--- config.mk ---
export PLATFORM = sky130hd
export DESIGN_NAME = multi_token_bucket_table
export DESIGN_NICKNAME = d
export VERILOG_FILES = /design/src/design/mtb_pkg.sv /design/src/design/mtb_ctrl.sv /design/src/design/mtb_dp.sv /design/src/design/multi_token_bucket_table.sv
export SDC_FILE = /design/constraint.sdc
export NUM_CORES = 1
export LEC_CHECK = 0
export BUFFER_PORTS_ARGS = -buffer_cell sky130_fd_sc_hd__buf_2
export CAP_MARGIN = 20
export CORE_ASPECT_RATIO = 0.9
export CORE_UTILIZATION = 32
export CTS_BUF_LIST = sky130_fd_sc_hd__clkbuf_8
export CTS_CLUSTER_SIZE = 28
export DETAILED_ROUTE_END_ITERATION = 10
export SLEW_MARGIN = 15
export SYNTH_ARGS = -nofsm -noshare
export SYNTH_HDL_FRONTEND = slang
export SYNTH_SLANG_ARGS = --single-unit
--- constraint.sdc ---
create_clock -name clk -period 12.93 [get_ports clk]
set_input_delay 2.586 -clock clk [delete_from_list [all_inputs] [get_ports clk]]
set_output_delay 2.586 -clock clk [all_outputs]
set_load 0.01 [all_outputs]
--- src/design/mtb_pkg.sv ---
// ----------------------------------------------------------------------------
// mtb_pkg: shared types and constants of the token bucket table
// Holds the stream field layout, opcode and status codes, the controller
// states and the command and status bundles between controller and datapath.
// ----------------------------------------------------------------------------
package mtb_pkg;

  // Default sizing, handed to the top level parameters.
  localparam int NUM_BUCKETS_DEF = 8;
  localparam int TOKEN_BITS_DEF  = 16;

  // Field widths of the stream channels.
  localparam int OP_W     = 3;
  localparam int INDEX_W  = 8;
  localparam int AMOUNT_W = 16;
  localparam int STATUS_W = 2;

  // Input tdata layout, lowest bit first.
  localparam int IN_IDX_LSB   = 0;
  localparam int IN_RATE_LSB  = IN_IDX_LSB + INDEX_W;
  localparam int IN_BURST_LSB = IN_RATE_LSB + AMOUNT_W;
  localparam int IN_REQ_LSB   = IN_BURST_LSB + AMOUNT_W;
  localparam int IN_DATA_W    = IN_REQ_LSB + AMOUNT_W;

  // Output tdata layout, lowest bit first.
  localparam int OUT_GRANT_LSB = 0;
  localparam int OUT_SLOT_LSB  = OUT_GRANT_LSB + AMOUNT_W;
  localparam int OUT_DATA_W    = OUT_SLOT_LSB + INDEX_W;

  // Opcodes.
  localparam logic [OP_W-1:0] OP_TICK     = 3'd0;
  localparam logic [OP_W-1:0] OP_CREATE   = 3'd1;
  localparam logic [OP_W-1:0] OP_FETCH    = 3'd2;
  localparam logic [OP_W-1:0] OP_DESTROY  = 3'd3;
  localparam logic [OP_W-1:0] OP_KILL_ALL = 3'd4;

  // Status codes.
  localparam logic [STATUS_W-1:0] ST_OK     = 2'd0;
  localparam logic [STATUS_W-1:0] ST_FULL   = 2'd1;
  localparam logic [STATUS_W-1:0] ST_RANGE  = 2'd2;
  localparam logic [STATUS_W-1:0] ST_ABSENT = 2'd3;

  typedef enum logic [2:0] {
    S_IDLE,
    S_DECODE,
    S_TICK_RD,
    S_TICK_WR,
    S_CRT_SCAN,
    S_FET_WR,
    S_RESP
  } state_t;

  // Commands from controller to datapath.
  typedef struct packed {
    logic                capture;
    logic                cnt_inc;
    logic                addr_idx;
    logic                mem_rd;
    logic                tick_wr;
    logic                fetch_wr;
    logic                create_wr;
    logic                kill_one;
    logic                kill_all;
    logic                set_status;
    logic [STATUS_W-1:0] status_code;
    logic                out_load;
  } ctrl_cmd_t;

  // Status from datapath to controller.
  typedef struct packed {
    logic [OP_W-1:0] op;
    logic            idx_range;
    logic            idx_live;
    logic            cnt_done;
    logic            cur_live;
    logic            out_free;
  } dp_stat_t;

endpackage

--- src/design/mtb_ctrl.sv ---
// ----------------------------------------------------------------------------
// mtb_ctrl: sequencing controller of the token bucket table
// Decodes each captured transaction and steps the datapath through the
// table walk or the read-modify-write that the opcode needs.
// ----------------------------------------------------------------------------
module mtb_ctrl (
  input  logic              clk,
  input  logic              rst_n,
  input  logic              in_tvalid,
  output logic              in_tready,
  input  mtb_pkg::dp_stat_t stat,
  output mtb_pkg::ctrl_cmd_t cmd
);

  mtb_pkg::state_t state_r, state_nxt;

  always_ff @(posedge clk) begin
    if (!rst_n) begin
      state_r <= mtb_pkg::S_IDLE;
    end else begin
      state_r <= state_nxt;
    end
  end

  always_comb begin
    state_nxt = state_r;
    cmd       = '0;
    in_tready = (state_r == mtb_pkg::S_IDLE);
    unique case (state_r)
      mtb_pkg::S_IDLE: begin
        if (in_tvalid) begin
          cmd.capture = 1'b1;
          state_nxt   = mtb_pkg::S_DECODE;
        end
      end
      mtb_pkg::S_DECODE: begin
        unique case (stat.op)
          mtb_pkg::OP_TICK: begin
            state_nxt = mtb_pkg::S_TICK_RD;
          end
          mtb_pkg::OP_CREATE: begin
            state_nxt = mtb_pkg::S_CRT_SCAN;
          end
          mtb_pkg::OP_FETCH, mtb_pkg::OP_DESTROY: begin
            priority if (stat.idx_range) begin
              cmd.set_status  = 1'b1;
              cmd.status_code = mtb_pkg::ST_RANGE;
              state_nxt       = mtb_pkg::S_RESP;
            end else if (!stat.idx_live) begin
              cmd.set_status  = 1'b1;
              cmd.status_code = mtb_pkg::ST_ABSENT;
              state_nxt       = mtb_pkg::S_RESP;
            end else if (stat.op == mtb_pkg::OP_FETCH) begin
              cmd.mem_rd   = 1'b1;
              cmd.addr_idx = 1'b1;
              state_nxt    = mtb_pkg::S_FET_WR;
            end else begin
              cmd.kill_one = 1'b1;
              state_nxt    = mtb_pkg::S_RESP;
            end
          end
          mtb_pkg::OP_KILL_ALL: begin
            cmd.kill_all = 1'b1;
            state_nxt    = mtb_pkg::S_RESP;
          end
          default: begin
            state_nxt = mtb_pkg::S_RESP;
          end
        endcase
      end
      mtb_pkg::S_TICK_RD: begin
        priority if (stat.cnt_done) begin
          state_nxt = mtb_pkg::S_RESP;
        end else if (stat.cur_live) begin
          cmd.mem_rd = 1'b1;
          state_nxt  = mtb_pkg::S_TICK_WR;
        end else begin
          cmd.cnt_inc = 1'b1;
        end
      end
      mtb_pkg::S_TICK_WR: begin
        cmd.tick_wr = 1'b1;
        cmd.cnt_inc = 1'b1;
        state_nxt   = mtb_pkg::S_TICK_RD;
      end
      mtb_pkg::S_CRT_SCAN: begin
        priority if (stat.cnt_done) begin
          cmd.set_status  = 1'b1;
          cmd.status_code = mtb_pkg::ST_FULL;
          state_nxt       = mtb_pkg::S_RESP;
        end else if (!stat.cur_live) begin
          cmd.create_wr = 1'b1;
          state_nxt     = mtb_pkg::S_RESP;
        end else begin
          cmd.cnt_inc = 1'b1;
        end
      end
      mtb_pkg::S_FET_WR: begin
        cmd.fetch_wr = 1'b1;
        cmd.addr_idx = 1'b1;
        state_nxt    = mtb_pkg::S_RESP;
      end
      mtb_pkg::S_RESP: begin
        if (stat.out_free) begin
          cmd.out_load = 1'b1;
          state_nxt    = mtb_pkg::S_IDLE;
        end
      end
      default: begin
        state_nxt = mtb_pkg::S_IDLE;
      end
    endcase
  end

  // A new transaction is taken only once the previous one is finished.
  assert property (@(posedge clk) disable iff (!rst_n)
    (in_tvalid && in_tready) |=> !in_tready)
    else $error("input accepted while a transaction was in progress");

  // A tick write-back always follows the read of the same entry.
  assert property (@(posedge clk) disable iff (!rst_n)
    cmd.tick_wr |-> $past(cmd.mem_rd))
    else $error("tick write-back without a preceding read");

  // Handing over the result returns the controller to idle.
  assert property (@(posedge clk) disable iff (!rst_n)
    cmd.out_load |=> in_tready)
    else $error("controller not idle after result hand-over");

endmodule

--- src/design/mtb_dp.sv ---
// ----------------------------------------------------------------------------
// mtb_dp: datapath of the token bucket table
// Holds the captured request, the live bits, the bucket memory, the walk
// counter, the result fields and the output register.
// ----------------------------------------------------------------------------
module mtb_dp #(
  parameter int NUM_BUCKETS = mtb_pkg::NUM_BUCKETS_DEF,
  parameter int TOKEN_BITS  = mtb_pkg::TOKEN_BITS_DEF
) (
  input  logic                         clk,
  input  logic                         rst_n,
  input  logic [mtb_pkg::OP_W-1:0]     in_opcode,
  input  logic [mtb_pkg::INDEX_W-1:0]  in_index,
  input  logic [mtb_pkg::AMOUNT_W-1:0] in_rate,
  input  logic [mtb_pkg::AMOUNT_W-1:0] in_burst,
  input  logic [mtb_pkg::AMOUNT_W-1:0] in_request,
  input  mtb_pkg::ctrl_cmd_t           cmd,
  output mtb_pkg::dp_stat_t            stat,
  input  logic                         out_tready,
  output logic                         out_valid,
  output logic [mtb_pkg::STATUS_W-1:0] out_status,
  output logic [mtb_pkg::AMOUNT_W-1:0] out_granted,
  output logic [mtb_pkg::INDEX_W-1:0]  out_slot
);

  localparam int IDX_W  = (NUM_BUCKETS > 1) ? $clog2(NUM_BUCKETS) : 1;
  localparam int CNT_W  = $clog2(NUM_BUCKETS + 1);
  localparam int CMP_W  = (TOKEN_BITS > mtb_pkg::AMOUNT_W) ? TOKEN_BITS : mtb_pkg::AMOUNT_W;
  localparam int WORD_W = 3 * TOKEN_BITS;

  // Captured request.
  logic [mtb_pkg::OP_W-1:0]     op_r;
  logic [mtb_pkg::INDEX_W-1:0]  idx_r;
  logic [TOKEN_BITS-1:0]        rate_r;
  logic [TOKEN_BITS-1:0]        burst_r;
  logic [mtb_pkg::AMOUNT_W-1:0] req_r;

  // Table state.
  logic [NUM_BUCKETS-1:0] live_r, live_nxt;
  logic [WORD_W-1:0]      mem [NUM_BUCKETS];
  logic [WORD_W-1:0]      rd_word_r;
  logic [CNT_W-1:0]       cnt_r;

  // Result fields and output register.
  logic [mtb_pkg::STATUS_W-1:0] res_status_r;
  logic [mtb_pkg::AMOUNT_W-1:0] res_granted_r;
  logic [mtb_pkg::INDEX_W-1:0]  res_slot_r;
  logic                         out_valid_r;
  logic [mtb_pkg::STATUS_W-1:0] out_status_r;
  logic [mtb_pkg::AMOUNT_W-1:0] out_granted_r;
  logic [mtb_pkg::INDEX_W-1:0]  out_slot_r;

  logic [IDX_W-1:0]      idx_sel;
  logic [IDX_W-1:0]      cnt_idx;
  logic [IDX_W-1:0]      addr;
  logic [TOKEN_BITS-1:0] rd_tok;
  logic [TOKEN_BITS-1:0] rd_rate;
  logic [TOKEN_BITS-1:0] rd_burst;
  logic [TOKEN_BITS:0]   tick_sum;
  logic [TOKEN_BITS-1:0] tick_tok;
  logic [CMP_W-1:0]      req_ext;
  logic [CMP_W-1:0]      tok_ext;
  logic [CMP_W-1:0]      grant;
  logic                  mem_we;
  logic [WORD_W-1:0]     wr_word;

  assign idx_sel = idx_r[IDX_W-1:0];
  assign cnt_idx = cnt_r[IDX_W-1:0];
  assign addr    = cmd.addr_idx ? idx_sel : cnt_idx;

  // Memory word layout: burst, rate, tokens from the top bits down.
  assign rd_tok   = rd_word_r[TOKEN_BITS-1:0];
  assign rd_rate  = rd_word_r[2*TOKEN_BITS-1:TOKEN_BITS];
  assign rd_burst = rd_word_r[WORD_W-1:2*TOKEN_BITS];

  // Refill saturates at the burst limit.
  assign tick_sum = {1'b0, rd_tok} + {1'b0, rd_rate};
  assign tick_tok = (tick_sum > {1'b0, rd_burst}) ? rd_burst : tick_sum[TOKEN_BITS-1:0];

  // The grant is the lesser of the request and the tokens held.
  assign req_ext = CMP_W'(req_r);
  assign tok_ext = CMP_W'(rd_tok);
  assign grant   = (req_ext < tok_ext) ? req_ext : tok_ext;

  assign mem_we = cmd.tick_wr | cmd.fetch_wr | cmd.create_wr;

  always_comb begin
    priority if (cmd.create_wr) begin
      wr_word = {burst_r, rate_r, {TOKEN_BITS{1'b0}}};
    end else if (cmd.tick_wr) begin
      wr_word = {rd_burst, rd_rate, tick_tok};
    end else begin
      wr_word = {rd_burst, rd_rate, rd_tok - grant[TOKEN_BITS-1:0]};
    end
  end

  always_ff @(posedge clk) begin
    if (mem_we) begin
      mem[addr] <= wr_word;
    end
    if (cmd.mem_rd) begin
      rd_word_r <= mem[addr];
    end
  end

  always_comb begin
    live_nxt = live_r;
    if (cmd.kill_all) begin
      live_nxt = '0;
    end
    if (cmd.kill_one) begin
      live_nxt[idx_sel] = 1'b0;
    end
    if (cmd.create_wr) begin
      live_nxt[cnt_idx] = 1'b1;
    end
  end

  always_ff @(posedge clk) begin
    if (!rst_n) begin
      live_r      <= '0;
      cnt_r       <= '0;
      out_valid_r <= 1'b0;
    end else begin
      live_r <= live_nxt;
      if (cmd.capture) begin
        cnt_r <= '0;
      end else if (cmd.cnt_inc) begin
        cnt_r <= cnt_r + 1'b1;
      end
      if (cmd.out_load) begin
        out_valid_r <= 1'b1;
      end else if (out_tready) begin
        out_valid_r <= 1'b0;
      end
    end
  end

  always_ff @(posedge clk) begin
    if (cmd.capture) begin
      op_r          <= in_opcode;
      idx_r         <= in_index;
      rate_r        <= TOKEN_BITS'(in_rate);
      burst_r       <= TOKEN_BITS'(in_burst);
      req_r         <= in_request;
      res_status_r  <= mtb_pkg::ST_OK;
      res_granted_r <= '0;
      res_slot_r    <= '0;
    end else begin
      if (cmd.set_status) begin
        res_status_r <= cmd.status_code;
      end
      if (cmd.fetch_wr) begin
        res_granted_r <= grant[mtb_pkg::AMOUNT_W-1:0];
      end
      if (cmd.create_wr) begin
        res_slot_r <= mtb_pkg::INDEX_W'(cnt_r);
      end
    end
    if (cmd.out_load) begin
      out_status_r  <= res_status_r;
      out_granted_r <= res_granted_r;
      out_slot_r    <= res_slot_r;
    end
  end

  assign stat.op        = op_r;
  assign stat.idx_range = ({1'b0, idx_r} >= (mtb_pkg::INDEX_W + 1)'(NUM_BUCKETS));
  assign stat.idx_live  = live_r[idx_sel];
  assign stat.cnt_done  = (cnt_r == CNT_W'(NUM_BUCKETS));
  assign stat.cur_live  = live_r[cnt_idx];
  assign stat.out_free  = !out_valid_r || out_tready;

  assign out_valid   = out_valid_r;
  assign out_status  = out_status_r;
  assign out_granted = out_granted_r;
  assign out_slot    = out_slot_r;

  // A waiting result is never overwritten.
  assert property (@(posedge clk) disable iff (!rst_n)
    cmd.out_load |-> (!out_valid_r || out_tready))
    else $error("result loaded over one still waiting");

  // Create only claims a slot that is free.
  assert property (@(posedge clk) disable iff (!rst_n)
    cmd.create_wr |-> (!stat.cnt_done && !live_r[cnt_idx]))
    else $error("create claimed a live slot");

  // A fetch never grants more than was asked for.
  assert property (@(posedge clk) disable iff (!rst_n)
    cmd.fetch_wr |=> (res_granted_r <= req_r))
    else $error("grant exceeds request");

endmodule

--- src/design/multi_token_bucket_table.sv ---
// ----------------------------------------------------------------------------
// multi_token_bucket_table: table of token bucket rate limiters
// Top level: unpacks the stream channels and joins controller and datapath.
// ----------------------------------------------------------------------------
// Usage
// Each input transaction carries an opcode on in_tuser (tick, create, fetch,
// destroy one, destroy all) and its operands on in_tdata; each produces
// exactly one result transaction with a status on out_tuser and the granted
// token count and created slot on out_tdata.
// One transaction is worked on at a time. Create and tick walk over the
// table one entry per cycle; create stops at the first free slot, or at the
// end when the table is full, and a tick adds a read-modify-write on the
// single bucket memory for each live bucket it meets. A fetch reads its
// bucket and writes it back; destroy and destroy all only clear live bits.
// The result sits in an output register, so the next input is accepted while
// a result waits; if the receiver stalls with one result held and another
// finished, the block holds the second in its datapath and stops accepting.
// Reset clears every live bit at once and empties the output; no clearing
// pass over the memory is needed.
// ----------------------------------------------------------------------------
module multi_token_bucket_table #(
  parameter int NUM_BUCKETS = mtb_pkg::NUM_BUCKETS_DEF,
  parameter int TOKEN_BITS  = mtb_pkg::TOKEN_BITS_DEF
) (
  input  logic                           clk,
  input  logic                           rst_n,
  input  logic                           in_tvalid,
  output logic                           in_tready,
  // bucket_index[7:0], fill_rate[23:8], burst_limit[39:24], request_amount[55:40]
  input  logic [mtb_pkg::IN_DATA_W-1:0]  in_tdata,
  // opcode[2:0]
  input  logic [mtb_pkg::OP_W-1:0]       in_tuser,
  output logic                           out_tvalid,
  input  logic                           out_tready,
  // granted[15:0], new_slot[23:16]
  output logic [mtb_pkg::OUT_DATA_W-1:0] out_tdata,
  // status[1:0]
  output logic [mtb_pkg::STATUS_W-1:0]   out_tuser
);

  mtb_pkg::ctrl_cmd_t cmd;
  mtb_pkg::dp_stat_t  stat;

  logic [mtb_pkg::AMOUNT_W-1:0] granted;
  logic [mtb_pkg::INDEX_W-1:0]  new_slot;

  // The controller sequences each transaction; it only ever sees the
  // datapath through the command and status bundles.
  mtb_ctrl u_ctrl (
    .clk       (clk),
    .rst_n     (rst_n),
    .in_tvalid (in_tvalid),
    .in_tready (in_tready),
    .stat      (stat),
    .cmd       (cmd)
  );

  // The datapath captures the fields straight from the input bus on the
  // accepting edge.
  mtb_dp #(
    .NUM_BUCKETS (NUM_BUCKETS),
    .TOKEN_BITS  (TOKEN_BITS)
  ) u_dp (
    .clk         (clk),
    .rst_n       (rst_n),
    .in_opcode   (in_tuser),
    .in_index    (in_tdata[mtb_pkg::IN_IDX_LSB +: mtb_pkg::INDEX_W]),
    .in_rate     (in_tdata[mtb_pkg::IN_RATE_LSB +: mtb_pkg::AMOUNT_W]),
    .in_burst    (in_tdata[mtb_pkg::IN_BURST_LSB +: mtb_pkg::AMOUNT_W]),
    .in_request  (in_tdata[mtb_pkg::IN_REQ_LSB +: mtb_pkg::AMOUNT_W]),
    .cmd         (cmd),
    .stat        (stat),
    .out_tready  (out_tready),
    .out_valid   (out_tvalid),
    .out_status  (out_tuser),
    .out_granted (granted),
    .out_slot    (new_slot)
  );

  assign out_tdata = {new_slot, granted};

endmodule

==> results.sh, run 1 <==
export IMPL_vias_per_cell=5.11
export IMPL_slew_headroom_pct=29.2
export IMPL_critPathKind="reg -> reg"
export IMPL_worstSetupStartpointType="flip-flop"
export IMPL_synthCells=1975
export IMPL_cts_buffers=92
export IMPL_ir_drop_uv=102
export IMPL_detail_route_wl_per_cell_microns=19.8
export IMPL_rsz0062_at_grt="no"
export IMPL_synth_cell_types=65
export IMPL_ys_seq_area_share_pct=68.1
export IMPL_routed_wirelength_mm=61.6
export IMPL_critical_path_arrival_ns=6.22
export IMPL_cts_sinks=551
export IMPL_layout_nets=2202
export IMPL_grt_ovfl_total=0
export IMPL_drt_pass1_iterations=6
export IMPL_netlist_area_leader_share_pct=64.9
export IMPL_cts_tree="done"
export IMPL_clock_path_buffers=3
export IMPL_p_leak_nw=9.66
export IMPL_tightest_slew_ns=1.06
export IMPL_yosysWarnings=0
export IMPL_io_pins=91
export IMPL_finalPower_mw=5.17
export IMPL_gp_congestion=0.885
export IMPL_syn_area_sq_um=23700
export IMPL_async_flop_share_pct=0
export IMPL_final_setup_skew_ns=0.0228
export IMPL_dp_final_hpwl_mm=35.6
export IMPL_hold_violations=0
export IMPL_cp_required_ns=13.28
export IMPL_drv_cap=0
export IMPL_ys_top_cells_by_area="edfxtp_1 65%, nand2_1 8.2%, a21oi_1 5.2%, dfxtp_1 3.2%, ha_1 3.2%"
export IMPL_clk_pin_slew_ns=0.06
export IMPL_fill_cells=7048
export IMPL_drt_initial_drc_count=1416
export IMPL_critPathCaptureType="flip-flop"
export IMPL_ctsHoldBuffers=0
export IMPL_grtUsageTotal_pct=16.3
export IMPL_cts_repair_resized=0
export IMPL_num_vias=15875
export IMPL_die_h_microns=260
export IMPL_drcViolationCount=0
export IMPL_grt_pass1_wl_mm=92.3
export IMPL_portBuffers=86
export IMPL_synth_edf_count=513
export IMPL_die_area_sq_um=75300
export IMPL_postRouteAntennaNets=0
export IMPL_crit_fanout=14
export IMPL_status="completed"
export IMPL_cts_setup_buffers=0
export IMPL_period_share_pct=45.4
export IMPL_root_buffer="clkbuf_8"
export IMPL_start_util_pct=32.4
export IMPL_h_tree_depth=3
export IMPL_ys_flop_type="edfxtp_1"
export IMPL_grt_antenna_before_repair=2
export IMPL_drive_gt1_share_pct=11.3
export IMPL_area_growth_pct=12.8
export IMPL_hold_path_class="reg -> reg"
export IMPL_final_max_slew_violation_count=0
export IMPL_grt_max_degree=192
export IMPL_ys_seq_elements=551
export IMPL_core_area_sq_um=73300
export IMPL_grt_pass1_vias=15399
export IMPL_min_period_ns=5.87
export IMPL_syn_avg_cell_area_sq_um=12.0
export IMPL_die_x_microns=289
export IMPL_fmax_mhz=170
export IMPL_synth_top_area_cell="edfxtp_1"
export IMPL_fin_setup_tns_ns=0
export IMPL_report_final_setup_viol=0
export IMPL_power_density_nw_per_um2=193
export IMPL_clock_latency_ns=0.69
export IMPL_rows=94
export IMPL_num_antenna_cells=0
==> cells by family after synthesis <==
logic type / Yosys count / share of synthesized area, %
XOR/XNOR: 26 / 0.959
multiplexers: 21 / 1.01
AO/OA/AOI/OAI: 416 / 10.1
flip-flops: 551 / 68.1
other: 1 / 0.0158
AND/OR/NAND/NOR: 736 / 13.2
buffers and inverters: 159 / 3.24
adder cells (fa/ha/maj): 65 / 3.46
==> metal layers <==
metal | share of wire [%] | up-vias | track usage, %
li1 | - | 7356 | -
met1 | 45 | 7790 | 22.6
met3 | 7.0 | 121 | 3.57
met2 | 45 | 604 | 25.1
met4 | 3.0 | 4 | 5.75
met5 | 0.039 | - | 0
==> synthesized netlist by cell type (all sizes together) (11+ instances only) <==
master	n
nor2	92
nor3	15
clkbuf	44
a21oi	249
nand2b	12
nand2	519
xnor2	15
edfxtp	513
xor2	11
o211ai	19
or4	50
dfxtp	38
o21ai	49
mux2i	16
a21boi	11
ha	60
nand3	13
a21o	12
a211oi	27
inv	57
nor2b	11
buf	58
==> worst max-delay path: stages, from the launching register on <==
cell and delay, ns:
edfxtp_1 0.42, ha_1 0.26, inv_1 0.09, fa_1 0.23, nor2b_1 0.08, o31ai_1 0.32, a21oi_1 0.17, o311a_1 0.36
o21a_1 0.20, a21oi_1 0.18, xnor2_1 0.11, ha_1 0.31, nand2_1 0.05, or3_1 0.39, nor4_1 0.34, a21oi_1 0.11
o21ai_0 0.11, nand3_1 0.54, inv_2 0.38, a21oi_1 0.11, a211oi_1 0.78
==> stage by stage <==
| stage | setup slack [ns] | utilization, % | hold WS, ns | area (sq um) | std cells |
|---|---|---|---|---|---|
| 4_1_cts | 7.20 | 36.6 | 0.433 | 26800 | 3107 |
| 3_3_place_gp | 7.35 | 34.3 | 0.416 | 25200 | 2943 |
| 5_1_grt | 6.50 | 36.6 | 0.441 | 26800 | 3107 |
| 2_1_floorplan | 7.79 | - | 0.403 | 23800 | 1978 |
| 3_5_place_dp | 7.22 | 34.3 | 0.416 | 25200 | 2943 |
| 6_report | 7.06 | 36.6 | 0.431 | 26800 | 3107 |
==> state kept, by name, summed over array words and instances, names as in the netlist, 3 cells and up <==
signal              count
u_dp.op_r               3
u_dp.res_granted_r     16
u_dp.mem              384
u_dp.req_ext           16
u_dp.out_granted       16
u_dp.idx_r              8
u_dp.rd_word_r         48
u_dp.out_slot           4
u_ctrl.state_r          3
u_dp.rate_r            16
u_dp.burst_r           16
u_dp.live_r             8
u_dp.cnt_r              4
u_dp.res_slot_r         4
==> layout make-up <==
type / count / area, sq um / area share [%]
Clock inverter: 69 / 313 / 1.17
Multi-Input combinational cell: 1268 / 6980 / 26.1
Inverter: 57 / 214 / 0.799
Sequential cell: 551 / 16200 / 60.4
Clock buffer: 95 / 1310 / 4.88
Tap cell: 960 / 1200 / 4.48
Timing Repair Buffer: 107 / 601 / 2.24
==> cell usage in the layout, fill, tap and decap left out, drive strengths merged, types with 16 or more instances in the layout <==
cell type / synthesis / layout
or4: 50 / 50
mux2i: 16 / 16
a211oi: 27 / 27
edfxtp: 513 / 513
o21ai: 49 / 49
clkbuf: 44 / 95
buf: 58 / 107
o211ai: 19 / 19
ha: 60 / 60
inv: 57 / 95
clkinv: 0 / 31
nand2: 519 / 519
dfxtp: 38 / 38
nor2: 92 / 92
a21oi: 249 / 249
==> final timing paths <==
kind | startpoint | endpoint | slack (ns) | cells after the start
worst min-delay path | u_dp.res_slot_r[1] | u_dp.out_slot[1] | 0.43 | 0
worst min register to register | u_dp.res_slot_r[1] | u_dp.out_slot[1] | 0.43 | 0
worst max register to register | u_dp.rd_word_r[0] | u_dp.mem[2][13] | 7.06 | 20
worst max-delay path | u_dp.rd_word_r[0] | u_dp.mem[2][13] | 7.06 | 20
==> power by group <==
group	internal [mW]	total [mW]	switching, mW
Clock	0.685	1.38	0.696
Sequential	2.37	2.46	0.0936
Combinational	0.379	1.33	0.947
Note: power is estimated with default switching activity, not from simulation.
==> inputs of run 2 (changes only) <==
clock period = 5.65 ns   (was 12.93 ns; I/O delays follow)
==> results.sh, run 2 (synthesized netlist as in run 1, its figures left out) <==
export IMPL_status="completed"
export IMPL_root_buffer="clkbuf_8"
export IMPL_hold_path_class="reg -> reg"
export IMPL_io_pins=91
export IMPL_r2r_start="u_dp.rd_word_r[13]"
export IMPL_wl_met1_mm=28.9
export IMPL_cts_sinks=551
export IMPL_most_common_layout_cells="518 x nand2_1, 513 x edfxtp_1, 247 x a21oi_1"
export IMPL_cts_buffers=88
export IMPL_start_util_pct=32.4
export IMPL_cts_tree="done"
export IMPL_final_setup_skew_ns=0.0301
export IMPL_placed_area_sq_um=25400
export IMPL_drt_initial_drc_count=1474
export IMPL_dr_wl_met3_mm=4.08
export IMPL_dp_final_hpwl_mm=37.4
export IMPL_num_antenna_cells=0
export IMPL_min_from="u_dp.res_granted_r[1]"
export IMPL_layout_commonest_cell="nand2_1"
export IMPL_p_comb_share_pct=26.4
export IMPL_p_clk_share_pct=27.0
export IMPL_p_int_mw=8.00
export IMPL_slowest_stage="edfxtp_1"
export IMPL_min_to="u_dp.out_granted[1]"
export IMPL_rrSetupSlack_ns=0.39
export IMPL_p_seq_share_pct=46.6
export IMPL_fmax_mhz=190
export IMPL_die_area_sq_um=75300
export IMPL_period_share_pct=93.1
export IMPL_portBuffers=86
export IMPL_rows=94
export IMPL_worstSetupStartpointType="flip-flop"
export IMPL_fin_area_sq_um=27100
export IMPL_critPathMostFrequentCell="a21oi_1"
export IMPL_critPathKind="reg -> reg"
export IMPL_cp_required_ns=6.04
export IMPL_fin_util_pct=36.9
export IMPL_dp_slack_ns=0.383
export IMPL_path_cells="inv_1 > ha_1 > a21oi_1 > o21ai_0 > a21oi_1 > o21a_1 > nand2_1 > o21ai_0 > ha_1 > inv_1 > fa_1 > a21oi_1 > buf_4 > nor2_1 > maj3_1 > nor2_1 > a211oi_1 > o21ai_1 > a21oi_1 > or4_1 > a31oi_1 > a211oi_2"
export IMPL_grt_ovfl_total=0
export IMPL_wl_met2_mm=28.8
export IMPL_clock_latency_ns=0.70
export IMPL_die_h_microns=260
export IMPL_tightest_slew_ns=1.05
export IMPL_min_period_ns=5.26
export IMPL_detail_route_wl_per_cell_microns=20.3
export IMPL_layout_nets=2210
export IMPL_top_register="u_dp.mem"
export IMPL_setup_slack_ns=0.388
export IMPL_grt_antenna_before_repair=1
export IMPL_finalPower_mw=12.1
export IMPL_vias_per_cell=5.09
export IMPL_largest_reg_flops=384
export IMPL_critPathMaxStageDelay_ns=0.46
export IMPL_crit_fanout=10
export IMPL_slew_headroom_pct=29.9
export IMPL_ctsHoldBuffers=0
export IMPL_grt_pass1_vias=15430
export IMPL_r2r_cells=22
export IMPL_final_max_slew_violation_count=0
export IMPL_grtUsageTotal_pct=16.8
export IMPL_p_sw_mw=4.06
export IMPL_top_regs="u_dp.mem (384), u_dp.rd_word_r (48)"
export IMPL_cts_setup_buffers=0
export IMPL_h_tree_depth=3
export IMPL_clk_pin_slew_ns=0.06
export IMPL_critical_path_arrival_ns=5.65
export IMPL_p_leak_nw=9.72
export IMPL_drv_cap=0
export IMPL_rsz0062_at_grt="no"
export IMPL_highest_layer="met4"
export IMPL_power_density_nw_per_um2=445
export IMPL_drt_pass1_iterations=5
export IMPL_report_final_setup_viol=0
export IMPL_drive_gt1_share_pct=12.5
export IMPL_fill_cells=7035
export IMPL_critPathCaptureType="flip-flop"
export IMPL_hold_violations=0
export IMPL_core_area_sq_um=73300
export IMPL_die_x_microns=289
export IMPL_clock_path_buffers=3
export IMPL_worstHoldPathCells=0
export IMPL_reg2reg_to="u_dp.mem[7][14]"
export IMPL_grt_pass1_wl_mm=95.3
export IMPL_routed_wirelength_mm=63.1
export IMPL_ir_drop_uv=256
export IMPL_postRouteAntennaNets=0
export IMPL_fin_setup_tns_ns=0
export IMPL_grt_max_degree=191
export IMPL_gp_congestion=0.921
export IMPL_p_sw_share_pct=33.7
export IMPL_num_vias=15847
export IMPL_drcViolationCount=0
export IMPL_area_growth_pct=14.0
==> run 2: cell types whose count changed in the layout (fill, tap and decap cells not counted), sizes merged <==
cell      previous run  this run
inv                 95        82
buf                107       119
clkinv              31        38
clkbuf              95        90
bufinv               0         3
clkinvlp             0         3
==> run 2: area by class of cell <==
class | count | area, sq um | share of cell area, %
Inverter | 57 | 214 | 0.790
Clock inverter | 69 | 409 | 1.51
Sequential cell | 551 | 16200 | 59.7
Tap cell | 960 | 1200 | 4.44
Multi-Input combinational cell | 1268 | 7030 | 26.0
Clock buffer | 90 | 1240 | 4.58
Timing Repair Buffer | 119 | 811 | 3.00
==> run 2: worst max-delay path by stage <==
| stage | cells past startpoint | from | endpoint | slack, ns |
|---|---|---|---|---|
| floorplan | 11 | u_dp.idx_r[0] | u_dp.mem[0][0] | 0.56 |
| global placement | 22 | u_dp.rd_word_r[11] | u_dp.mem[4][14] | 0.61 |
| detailed placement | 20 | u_dp.rd_word_r[0] | u_dp.mem[5][11] | 0.38 |
| CTS | 20 | u_dp.rd_word_r[0] | u_dp.mem[3][11] | 0.34 |
| global route | 22 | u_dp.rd_word_r[3] | u_dp.mem[7][14] | 0.01 |
| finish | 22 | u_dp.rd_word_r[13] | u_dp.mem[7][14] | 0.39 |
==> run 2: critical path: cells and delay by family, from the launching register on <==
family | cells | cell delay (ns)
AOI/OAI and AO/OA | 11 | 2.16
adders and majority gates | 4 | 1.31
buffers and inverters | 3 | 0.33
DFF | 1 | 0.46
and+or+nand+nor | 4 | 0.70
==> run 2: power by group through the flow <==
stage          Combinational (mW)  Clock (mW)  Sequential, mW
2_1_floorplan                2.20           0            5.62
4_1_cts                      3.14        3.33            5.62
3_5_place_dp                 3.12           0            5.70
6_report                     3.18        3.25            5.62
3_3_place_gp                 3.07           0            5.69
5_1_grt                      3.52        3.51            5.66
==> run 2: through the flow <==
step | std cells | hold slack (ns)
floorplan | 1978 | 0.403
global placement | 2954 | 0.414
detailed placement | 2954 | 0.418
CTS | 3113 | 0.433
global route | 3114 | 0.445
finish | 3114 | 0.433
==> run 2: timing repair <==
action / in CTS / in global routing
setup endpoints to repair: 0 / 74
hold endpoints to repair: 0 / 0
resized for setup: 0 / 10
==> run 2: routing by layer <==
layer | up-vias | global-route usage, %
met1 | 7816 | 23.9
met2 | 576 | 26.1
li1 | 7367 | -
met5 | - | 0
met3 | 88 | 3.11
met4 | 0 | 4.96
==> inputs of run 3 (changes only) <==
SYNTH_HIERARCHICAL = 1   (was default)
==> results.sh, run 3 <==
export IMPL_p_sw_share_pct=33.2
export IMPL_area_growth_pct=15.1
export IMPL_p_seq_share_pct=45.5
export IMPL_routed_wirelength_mm=64.2
export IMPL_cts_buffers=88
export IMPL_portBuffers=86
export IMPL_die_area_sq_um=76800
export IMPL_worstSetupStartpointType="flip-flop"
export IMPL_min_period_ns=5.43
export IMPL_drt_initial_drc_count=1444
export IMPL_ys_top_cells_by_area="edfxtp_1 64%, nand2_1 8.0%, nand3_1 5.0%, dfxtp_1 3.1%, ha_1 3.1%"
export IMPL_die_h_microns=263
export IMPL_drt_pass1_iterations=5
export IMPL_tightest_slew_ns=1.20
export IMPL_grtUsageTotal_pct=16.5
export IMPL_root_buffer="clkbuf_8"
export IMPL_dp_slack_ns=-0.0589
export IMPL_num_vias=16555
export IMPL_postRouteAntennaNets=0
export IMPL_synthCells=2042
export IMPL_finalPower_mw=11.9
export IMPL_async_flop_share_pct=0
export IMPL_io_pins=91
export IMPL_gp_congestion=0.922
export IMPL_grt_ovfl_total=0
export IMPL_slew_headroom_pct=19.0
export IMPL_dp_final_hpwl_mm=39.2
export IMPL_cp_required_ns=6.20
export IMPL_drv_cap=0
export IMPL_report_final_setup_viol=0
export IMPL_power_density_nw_per_um2=429
export IMPL_drcViolationCount=0
export IMPL_critical_path_arrival_ns=5.97
export IMPL_final_setup_skew_ns=0.0310
export IMPL_clock_path_buffers=3
export IMPL_p_clk_share_pct=26.9
export IMPL_syn_area_sq_um=24200
export IMPL_cts_tree="done"
export IMPL_final_max_slew_violation_count=0
export IMPL_most_common_layout_cells="516 x nand2_1, 513 x edfxtp_1, 244 x nand3_1"
export IMPL_crit_fanout=8
export IMPL_start_util_pct=32.4
export IMPL_path_cells="inv_1 > ha_1 > a211oi_1 > o21ai_0 > a32o_1 > nor3_4 > nand2_1 > o21ai_1 > ha_1 > inv_1 > fa_1 > a21oi_4 > a2111oi_0 > o41ai_1 > a21oi_1 > o41ai_2 > buf_4 > o21bai_4 > a31o_2 > a2111oi_4 > buf_4"
export IMPL_synth_top_area_cell="edfxtp_1"
export IMPL_ys_seq_elements=551
export IMPL_die_x_microns=292
export IMPL_synth_most_common_cell="nand2_1"
export IMPL_detail_route_wl_per_cell_microns=20.0
export IMPL_grt_pass1_vias=16024
export IMPL_drive_gt1_share_pct=14.5
export IMPL_placed_area_sq_um=26100
export IMPL_hold_violations=0
export IMPL_hold_path_class="reg -> reg"
export IMPL_cts_sinks=551
export IMPL_status="completed"
export IMPL_layout_nets=2294
export IMPL_largest_reg_flops=384
export IMPL_vias_per_cell=5.16
export IMPL_h_tree_depth=3
export IMPL_grt_pass1_wl_mm=96.8
export IMPL_layout_commonest_cell="nand2_1"
export IMPL_top_regs="u_dp/mem (384), u_dp/rd_word_r (48)"
export IMPL_ir_drop_uv=373
export IMPL_slowest_stage="fa_1"
export IMPL_period_share_pct=96.1
export IMPL_ys_flop_type="edfxtp_1"
export IMPL_clk_pin_slew_ns=0.06
export IMPL_core_area_sq_um=74800
export IMPL_fin_area_sq_um=27900
export IMPL_p_leak_nw=10.2
export IMPL_synth_edf_count=513
export IMPL_yosysWarnings=6
export IMPL_synth_cell_types=75
export IMPL_p_int_mw=7.97
export IMPL_critPathCaptureType="flip-flop"
export IMPL_clock_latency_ns=0.69
export IMPL_fmax_mhz=184
export IMPL_grt_max_degree=190
export IMPL_setup_slack_ns=0.222
export IMPL_rows=95
export IMPL_synth_commonest_cells="516 x nand2_1, 513 x edfxtp_1, 244 x nand3_1, 93 x clkbuf_1, 89 x o21ai_0"
export IMPL_netlist_area_leader_share_pct=63.6
export IMPL_p_comb_share_pct=27.5
export IMPL_critPathMaxStageDelay_ns=0.50
export IMPL_critPathKind="reg -> reg"
export IMPL_ys_seq_area_share_pct=66.7
export IMPL_top_register="u_dp/mem"
export IMPL_p_sw_mw=3.97
export IMPL_hold_ws_ns=0.425
export IMPL_syn_avg_cell_area_sq_um=11.9
export IMPL_grt_antenna_before_repair=5
## run 3: changes by cell type after synthesis, sizes merged, moves of 15 or more
cell	delta
buf	-38
nor2	-32
or4	-47
mux2	+15
o211ai	-17
clkbuf	+50
nand3	+231
a21oi	-208
o21ai	+41
## run 3: worst max-delay path, delay by kind of cell (launching register included)
family          cells  cell delay, ns
flops               1            0.49
simple gates        2            0.28
fa+ha+maj           3            0.95
buf+inv             4            0.60
compound gates     12            2.95
## run 3: cell type report
class                      count  area (sq um)
clock buffer                  90          1240
antenna                        2          5.00
clock inverter                67           400
sequential                   551         16200
timing repair buffer         148          1030
fill                        7122         46900
tap                          970          1210
multi-input combinational   1322          7590
inverter                      58           218
## run 3: what timing repair did
item	in CTS	in global routing
setup buffers	0	6
pin swaps	0	3
endpoints found under the setup margin	16	45
gates cloned	0	0
hold buffers	0	0
gates resized for setup	2	7
## run 3: worst paths after layout
check                                   endpoint          startpoint  slack [ns]  cells after the start
worst min-delay path            u_dp/out_slot[3]  u_dp/res_slot_r[3]        0.42                      0
worst max-delay path             u_dp/mem[7][12]   u_dp/rd_word_r[3]        0.22                     21
worst min register to register  u_dp/out_slot[3]  u_dp/res_slot_r[3]        0.42                      0
worst max register to register   u_dp/mem[7][12]   u_dp/rd_word_r[3]        0.22                     21
## run 3: power groups by stage
stage | Combinational [mW] | Clock, mW | Sequential [mW]
global placement | 3.12 | 0 | 5.51
CTS | 3.24 | 3.31 | 5.44
global route | 3.60 | 3.48 | 5.47
floorplan | 2.14 | 0 | 5.45
finish | 3.29 | 3.22 | 5.44
detailed placement | 3.21 | 0 | 5.52
## run 3: logic make-up (layout without fill, tap and decap cells)
| kind of cell | after synthesis | after routing | share of synthesized area (%) |
|---|---|---|---|
| buf+inv | 172 | 363 | 2.84 |
| xor+xnor | 23 | 23 | 0.832 |
| simple gates | 928 | 928 | 16.8 |
| fa+ha+maj | 66 | 66 | 3.44 |
| other cells | 1 | 6 | 0.0155 |
| compound gates | 249 | 249 | 6.75 |
| mux | 52 | 52 | 2.55 |
| flops | 551 | 551 | 66.7 |
## run 3: layer usage
metal	part of all wire, %	vias up	track usage, %
li1	-	7663	-
met1	46	8248	23.2
met2	45	543	25.8
met3	6.2	101	3.05
met4	2.4	0	5.14
met5	0	-	0
## run 3: stage by stage
stage,instances,util [%],setup TNS [ns]
2_1_floorplan,2045,-,-174.25
3_3_place_gp,3043,34.9,0
3_5_place_dp,3043,34.9,-0.519
4_1_cts,3200,37.1,0
5_1_grt,3208,37.3,-0.0651
6_report,3208,37.3,0
